===== config.mk =====
export PLATFORM = sky130hd
export DESIGN_NAME = multi_tap_key_detector
export DESIGN_NICKNAME = d
export VERILOG_FILES = /design/src/design/mtkd_pkg.sv /design/src/design/multi_tap_key_detector.sv /design/src/design/mtkd_core.sv
export SDC_FILE = /design/constraint.sdc
export NUM_CORES = 1
export LEC_CHECK = 0
export ABC_AREA = 1
export BUFFER_PORTS_ARGS = -buffer_cell sky130_fd_sc_hd__buf_2
export CAP_MARGIN = 30
export CORE_AREA = 5 5 179 181
export CTS_BUF_LIST = sky130_fd_sc_hd__clkbuf_4 sky130_fd_sc_hd__clkbuf_8
export DETAILED_ROUTE_END_ITERATION = 10
export DIE_AREA = 0 0 184 186
export GPL_ROUTABILITY_DRIVEN = 1
export PLACE_DENSITY_LB_ADDON = 0.05
export SYNTH_ARGS = -nofsm -noshare
export SYNTH_HDL_FRONTEND = slang
export SYNTH_HIERARCHICAL = 1
export SYNTH_SLANG_ARGS = --single-unit

===== constraint.sdc =====
create_clock -name clk_i -period 3.1 [get_ports clk_i]
set_input_delay 0.155 -clock clk_i [delete_from_list [all_inputs] [get_ports clk_i]]
set_output_delay 0.155 -clock clk_i [all_outputs]
set_load 0.02 [all_outputs]

===== src/design/mtkd_pkg.sv =====
// Package for the multi-tap key detector: field widths, reset values,
// register indexes, the configuration struct and the key scan function.
// No dependencies.
package mtkd_pkg;

  localparam int KEY_LINES = 8;   // key lines carried by the scan field
  localparam int KEY_W     = 8;   // key_levels field width
  localparam int KEYNUM_W  = 4;   // key number 0..KEY_LINES
  localparam int TICK_W    = 32;  // tick_now field width
  localparam int CFG_W     = 16;  // register width
  localparam int TAPCNT_W  = 2;   // tap_count field width

  localparam int DEF_MAX_TAPS = 3;

  localparam logic [CFG_W-1:0] TIMEOUT_RST = 16'd150;
  localparam logic [CFG_W-1:0] MIN_GAP_RST = 16'd10;

  localparam int CFG_IDX_W = 2;
  localparam logic [CFG_IDX_W-1:0] CFG_IDX_TIMEOUT = 2'd0;
  localparam logic [CFG_IDX_W-1:0] CFG_IDX_MIN_GAP = 2'd1;

  typedef struct packed {
    logic [CFG_W-1:0] timeout;
    logic [CFG_W-1:0] min_gap;
  } cfg_t;

  // Lowest low line, numbered from 1; 0 when no line is low.
  function automatic logic [KEYNUM_W-1:0] scan_key(input logic [KEY_W-1:0] levels);
    logic [KEYNUM_W-1:0] k;
    k = '0;
    for (int i = KEY_LINES - 1; i >= 0; i--) begin
      if (!levels[i]) k = KEYNUM_W'(i + 1);
    end
    return k;
  endfunction

endpackage


===== src/design/multi_tap_key_detector.sv =====
// Top level of the multi-tap key detector: stream ports, configuration
// registers, input and result registers. Depends on mtkd_pkg and mtkd_core.
//
// Usage:
//  - Slave stream: one transaction per poll tick, tdata carrying the scan
//    of the active-low key lines and the tick time of the poll.
//  - Master stream: exactly one transaction per scan, tdata carrying the
//    finished tap count (1..3), or 0 when nothing is reported on that scan.
//  - Config channel: cfg_addr_i selects the register (0 = tap timeout,
//    1 = minimum tap gap), cfg_wdata_i is the value. Always ready; writes
//    to other indexes are dropped. Write only while the block is idle.
//  - Path: an accepted scan passes the input register, then the tap update
//    into the result register.
//  - Throughput: one scan per cycle while results are taken, set by the
//    update of the tap state (one 32-bit subtract-and-compare per time check).
//  - Stall: while the result register is held by a low m_axis_tready_i,
//    the input register still takes one more scan, then s_axis_tready_o
//    drops until the result moves on. Nothing is lost or repeated.
//  - Reset: both registers empty, no key held, no open sequence, tap
//    timeout 150 ticks, minimum gap 10 ticks.
module multi_tap_key_detector import mtkd_pkg::*; #(
  parameter int MAX_TAPS = DEF_MAX_TAPS
) (
  input  logic                 clk_i,
  input  logic                 rst_ni,
  // slave stream; tdata: [7:0] key_levels, [39:8] tick_now
  input  logic                 s_axis_tvalid_i,
  output logic                 s_axis_tready_o,
  input  logic [39:0]          s_axis_tdata_i,
  // master stream; tdata: [1:0] tap_count, [7:2] zero
  output logic                 m_axis_tvalid_o,
  input  logic                 m_axis_tready_i,
  output logic [7:0]           m_axis_tdata_o,
  // configuration write channel
  input  logic                 cfg_valid_i,
  output logic                 cfg_ready_o,
  input  logic [CFG_IDX_W-1:0] cfg_addr_i,
  input  logic [CFG_W-1:0]     cfg_wdata_i
);

  cfg_t cfg_q;

  logic                in_vld_q;
  logic [KEY_W-1:0]    in_key_q;
  logic [TICK_W-1:0]   in_tick_q;

  logic                out_vld_q;
  logic [TAPCNT_W-1:0] out_cnt_q;
  logic [TAPCNT_W-1:0] core_cnt;

  logic out_free;   // result register can take a new value
  logic s_hs;       // input transaction this cycle
  logic adv;        // input register moves into the result register

  assign out_free        = !out_vld_q || m_axis_tready_i;
  assign s_axis_tready_o = !in_vld_q || out_free;
  assign s_hs            = s_axis_tvalid_i && s_axis_tready_o;
  assign adv             = in_vld_q && out_free;
  assign cfg_ready_o     = 1'b1;

  // Configuration registers.
  always_ff @(posedge clk_i or negedge rst_ni) begin
    if (!rst_ni) begin
      cfg_q.timeout <= TIMEOUT_RST;
      cfg_q.min_gap <= MIN_GAP_RST;
    end else if (cfg_valid_i) begin
      unique case (cfg_addr_i)
        CFG_IDX_TIMEOUT: cfg_q.timeout <= cfg_wdata_i;
        CFG_IDX_MIN_GAP: cfg_q.min_gap <= cfg_wdata_i;
        default: ;
      endcase
    end
  end

  // Input register: control reset, payload loaded on transaction.
  always_ff @(posedge clk_i or negedge rst_ni) begin
    if (!rst_ni) begin
      in_vld_q <= 1'b0;
    end else if (s_axis_tready_o) begin
      in_vld_q <= s_axis_tvalid_i;
    end
  end

  always_ff @(posedge clk_i) begin
    if (s_hs) begin
      in_key_q  <= s_axis_tdata_i[7:0];
      in_tick_q <= s_axis_tdata_i[39:8];
    end
  end

  mtkd_core #(
    .MAX_TAPS(MAX_TAPS)
  ) u_core (
    .clk_i       (clk_i),
    .rst_ni      (rst_ni),
    .en_i        (adv),
    .key_levels_i(in_key_q),
    .tick_now_i  (in_tick_q),
    .cfg_i       (cfg_q),
    .tap_count_o (core_cnt)
  );

  // Result register.
  always_ff @(posedge clk_i or negedge rst_ni) begin
    if (!rst_ni) begin
      out_vld_q <= 1'b0;
    end else if (out_free) begin
      out_vld_q <= in_vld_q;
    end
  end

  always_ff @(posedge clk_i) begin
    if (adv) begin
      out_cnt_q <= core_cnt;
    end
  end

  assign m_axis_tvalid_o = out_vld_q;
  assign m_axis_tdata_o  = {{(8 - TAPCNT_W){1'b0}}, out_cnt_q};

  // The core only steps on a scan that really moves to the result register.
  a_step_loads: assert property (@(posedge clk_i) disable iff (!rst_ni)
    adv |=> out_vld_q)
    else $error("processed scan did not reach result register");

  // Input is blocked only when both registers are occupied.
  a_block_full: assert property (@(posedge clk_i) disable iff (!rst_ni)
    !s_axis_tready_o |-> (in_vld_q && out_vld_q))
    else $error("input stalled with room in the pipeline");

  // A result held by the receiver is not overwritten.
  a_hold_result: assert property (@(posedge clk_i) disable iff (!rst_ni)
    (out_vld_q && !m_axis_tready_i) |=> $stable(out_cnt_q))
    else $error("stalled result changed");

endmodule


===== src/design/mtkd_core.sv =====
// Tap tracking state and per-scan update logic of the multi-tap key detector.
// Depends on mtkd_pkg.
module mtkd_core import mtkd_pkg::*; #(
  parameter int MAX_TAPS = DEF_MAX_TAPS
) (
  input  logic                clk_i,
  input  logic                rst_ni,
  input  logic                en_i,          // one scan processed this cycle
  input  logic [KEY_W-1:0]    key_levels_i,
  input  logic [TICK_W-1:0]   tick_now_i,
  input  cfg_t                cfg_i,
  output logic [TAPCNT_W-1:0] tap_count_o    // valid while en_i
);

  localparam int CNT_W = $clog2(MAX_TAPS + 1);

  logic                key_held_q, key_held_d;
  logic [KEYNUM_W-1:0] held_key_q, held_key_d;
  logic [CNT_W-1:0]    cnt_q, cnt_d;
  logic [TICK_W-1:0]   last_q, last_d;
  logic [TICK_W-1:0]   first_q, first_d;

  logic [KEYNUM_W-1:0] key;
  logic                tap;
  logic [TICK_W-1:0]   gap_last, gap_first;
  logic                gap_ok, timed_out, seq_over;
  logic [CNT_W-1:0]    report;

  assign key       = scan_key(key_levels_i);
  assign tap       = (key == '0) && key_held_q;
  assign gap_last  = tick_now_i - last_q;
  assign gap_first = tick_now_i - first_q;
  assign gap_ok    = gap_last >= TICK_W'(cfg_i.min_gap);
  assign timed_out = gap_last > TICK_W'(cfg_i.timeout);
  assign seq_over  = gap_first > TICK_W'(cfg_i.timeout);

  always_comb begin
    key_held_d = key_held_q;
    held_key_d = held_key_q;
    cnt_d      = cnt_q;
    last_d     = last_q;
    first_d    = first_q;
    report     = '0;

    if (key != '0) begin
      key_held_d = 1'b1;
      held_key_d = key;
    end else if (key_held_q) begin
      key_held_d = 1'b0;
      held_key_d = '0;
    end

    if (tap) begin
      if (cnt_q == '0) begin
        cnt_d   = CNT_W'(1);
        first_d = tick_now_i;
        last_d  = tick_now_i;
      end else if (gap_ok) begin
        // late tap restarts; otherwise count up, saturating
        if (timed_out) begin
          cnt_d   = CNT_W'(1);
          first_d = tick_now_i;
        end else if (cnt_q < CNT_W'(MAX_TAPS)) begin
          cnt_d = cnt_q + CNT_W'(1);
        end
        last_d = tick_now_i;
      end
    end else if (cnt_q != '0 && seq_over && gap_ok) begin
      report = cnt_q;
      cnt_d  = '0;
    end
  end

  assign tap_count_o = report[TAPCNT_W-1:0];

  always_ff @(posedge clk_i or negedge rst_ni) begin
    if (!rst_ni) begin
      key_held_q <= 1'b0;
      held_key_q <= '0;
      cnt_q      <= '0;
      last_q     <= '0;
      first_q    <= '0;
    end else if (en_i) begin
      key_held_q <= key_held_d;
      held_key_q <= held_key_d;
      cnt_q      <= cnt_d;
      last_q     <= last_d;
      first_q    <= first_d;
    end
  end

  // Count never passes its ceiling.
  a_cnt_bound: assert property (@(posedge clk_i) disable iff (!rst_ni)
    cnt_q <= CNT_W'(MAX_TAPS))
    else $error("tap counter above MAX_TAPS");

  // A held key always has a number, and a released one has none.
  a_held_num: assert property (@(posedge clk_i) disable iff (!rst_ni)
    key_held_q == (held_key_q != '0))
    else $error("held key flag and number disagree");

  // Reporting a count closes the sequence.
  a_report_clears: assert property (@(posedge clk_i) disable iff (!rst_ni)
    (en_i && report != '0) |=> cnt_q == '0)
    else $error("count not cleared after report");

endmodule

==> results.cfg <==
[status]
status = finished, violations left
violations = negative setup slack

[min_path]
min_path_type = primary input to flop
whs_path_depth = 4

[synth]
syn_inst = 1823
yosysTopAreaCell = nand2_1
synthTopCellsByArea = nand2_1, dfrtp_1, inv_1, ha_1, edfxtp_1
synth_ff_type = dfrtp_1
yosys.area.top_type_share_pct = 21.18
async_flop_share_pct = 70.63
yosysWarnings = 6
synth_area_per_cell_um2 = 6.552
yosysSeqAreaShare_pct = 31.78
synth_edf_count = 42
ys_seq_elements = 143
synth_area_um2 = 11950
synth.distinct_cells = 43

[route]
drc_errors = 0
detail_route.vias_per_cell = 4.663
first_iter_violations = 758
drtPass1Iterations = 5
antenna_left = 0
vias = 12030
drt-total-wl_um = 37790
post_drt_wl_per_cell_um = 14.65

[placed_design]
port_buffers = 66
dp_hpwl_um = 29860
dpl_cell_area_um2 = 14100
gp_congestion = 0.8906
dp_slack_ns = -0.5039

[sta]
setup_viol = 68
finClkSkew_ns = 0.01660
drv_slew = 0
worst_pin_slew_ns = 0.7607
layout_setup_ws_ns = -0.3817
rsz0062_at_grt = true
clock.fmax_ghz = 0.2872
fin_tns_setup_ns = -18.26
hold_viol = 0
slew_headroom_pct = 49.29
finalCriticalPeriod_ns = 3.482
fin_crit_sh_pct = 112.3

[layout]
ff_latch_area_um2 = 3796
fin_util_pct = 53.89
layout_common_cells = nand2_1, inv_1, buf_4
nets = 2347
num-fill-cells = 3007
stdcell_area_um2 = 16310
drive_above_1_share_pct = 23.41
multi_input_area_um2 = 7298
layout_commonest_cell = nand2_1
num_antenna_cells = 0
synthToLayoutAreaGrowth_pct = 36.57

[run]
drv_cap = 0

[global_routing]
track_usage_pct = 21.99
antenna_found_initial = 0
grt_start_max_net_pins = 55
grt_pass1_vias = 11650
gr-total-overflow = 0
grt_pass1_wl_um = 58880

[pwr]
ir_worst_vdd_mv = 0.2733
leakage_uw = 0.008849
power_density_nw_per_um2 = 382.9

[die]
die_w_um = 184
start_util_pct = 39.46
coreArea_um2 = 30270
num_rows = 64
io_pins = 74
die_h_um = 186
die_area_um2 = 34220

[setup_path]
ff2ff_path_depth = 21
arrival_ns = 3.90
crit_required_ns = 3.52
cp_cell_sequence = inv_2 > ha_2 > inv_2 > fa_2 > buf_6 > nand3_2 > nand3_4 > xor2_2 > ha_1 > nand2_1 > nor2_1 > a211oi_2 > nand2_1 > a21oi_2 > buf_6 > nand3_4 > nand3_4 > buf_12 > buf_12 > nor2_1 > a21oi_1
crit_path_end_kind = flop
path_common_cell = nand3_4
path_class = flop to flop
crit_fanout = 14
critPathSlowestCell = fa_2
cpPeakStageDelay_ns = 0.43
startpoint_type = flop

[clock_network]
clk_latency_ns = 0.49
cts_num_sinks = 143
clockBufferDepth = 2
cts_tree = built
path_clk_slew_ns = 0.10
htree_num_levels = 4
cts_made_buffers = 17
root_buffer = clkbuf_8
final timing paths:
path                                              from                       endpoint  slack (ns)
worst min register to register    cfg_q[3]$_DFFE_PN1P_           cfg_q[3]$_DFFE_PN1P_        0.47
max in group asynchronous                       rst_ni  u_core/last_q[28]$_DFFE_PN0P_        2.08
worst max-delay path            in_tick_q[0]$_DFFE_PP_  u_core/first_q[3]$_DFFE_PN0P_       -0.38
worst min-delay path                     cfg_addr_i[1]          cfg_q[24]$_DFFE_PN0P_        0.05
min in group asynchronous                       rst_ni          cfg_q[25]$_DFFE_PN0P_        0.27
worst max register to register  in_tick_q[0]$_DFFE_PP_  u_core/first_q[3]$_DFFE_PN0P_       -0.38
synth_stat cells, types with 12 or more instances:
library cell / n
edfxtp_1: 42
nand4_1: 31
nand2_1: 674
a21oi_1: 62
dfrtp_1: 95
nor2_1: 125
o21ai_1: 26
buf_2: 12
xor2_1: 28
o21ai_0: 38
nand3_1: 96
inv_1: 390
nor3_1: 15
ha_1: 112
registers in the layout (all words and copies together) (netlist names), 2 cells and up:
name,count
out_cnt_q,2
u_core/cnt_q,2
u_core/first_q,32
in_tick_q,32
cfg_q,32
in_key_q,8
u_core/last_q,32
critical path, delay by kind of cell, from the launching register on:
kind	cells	cell delay [ns]
adder cells (fa/ha/maj)	3	0.87
AO/OA/AOI/OAI	3	0.47
XOR/XNOR	1	0.19
flip-flops	1	0.41
AND/OR/NAND/NOR	8	0.76
buffers and inverters	6	0.69
final cells by class:
class | instances | share of cell area [%]
timing repair buffer | 352 | 17.44
sequential | 143 | 23.27
clock buffer | 17 | 1.434
tap | 396 | 3.037
multi-input combinational | 1262 | 44.74
clock inverter | 15 | 1.012
inverter | 394 | 9.066
logic make-up after synthesis:
family	synth area share [%]
flops	31.78
simple gates	33.64
other cells	0.06287
fa+ha+maj	12.07
compound gates	6.002
buf+inv	14.17
xor+xnor	2.273
through the flow:
stage          hold slack, ns  power [uW]  std cells
5_1_grt               0.04673        6708       2579
3_5_place_dp           0.2821        4383       2451
6_report              0.04555        6247       2579
3_3_place_gp           0.2842        4350       2450
2_1_floorplan         -0.1406        3510       1828
4_1_cts               0.01269        6168       2555
what timing repair did:
| action | 4_1_cts | 5_1_grt |
|---|---|---|
| gates resized for setup | 72 | 121 |
| endpoints found under the hold margin | 121 | 0 |
| pin swaps | 22 | 59 |
| setup buffers | 9 | 22 |
| cloned | 1 | 4 |
| setup endpoints to repair | 68 | 68 |
| hold buffers | 62 | 0 |
report_power, final:
group | switching (uW) | internal, uW | leakage [uW] | total [uW]
Sequential | 108 | 2110 | 0.00171 | 2220
Combinational | 1380 | 1080 | 0.00694 | 2460
Clock | 895 | 677 | 0.000203 | 1570
metal layers:
metal	track usage (%)	vias up	part of all wire, %	wire length (um)
met5	0	-	0	0
met4	6.004	0	2.0	760
met2	36.01	226	46	17270
met1	30.42	5511	48	18160
li1	-	6250	-	-
met3	3.342	39	4.2	1604
No activity file was read; power rests on OpenSTA's default activity.
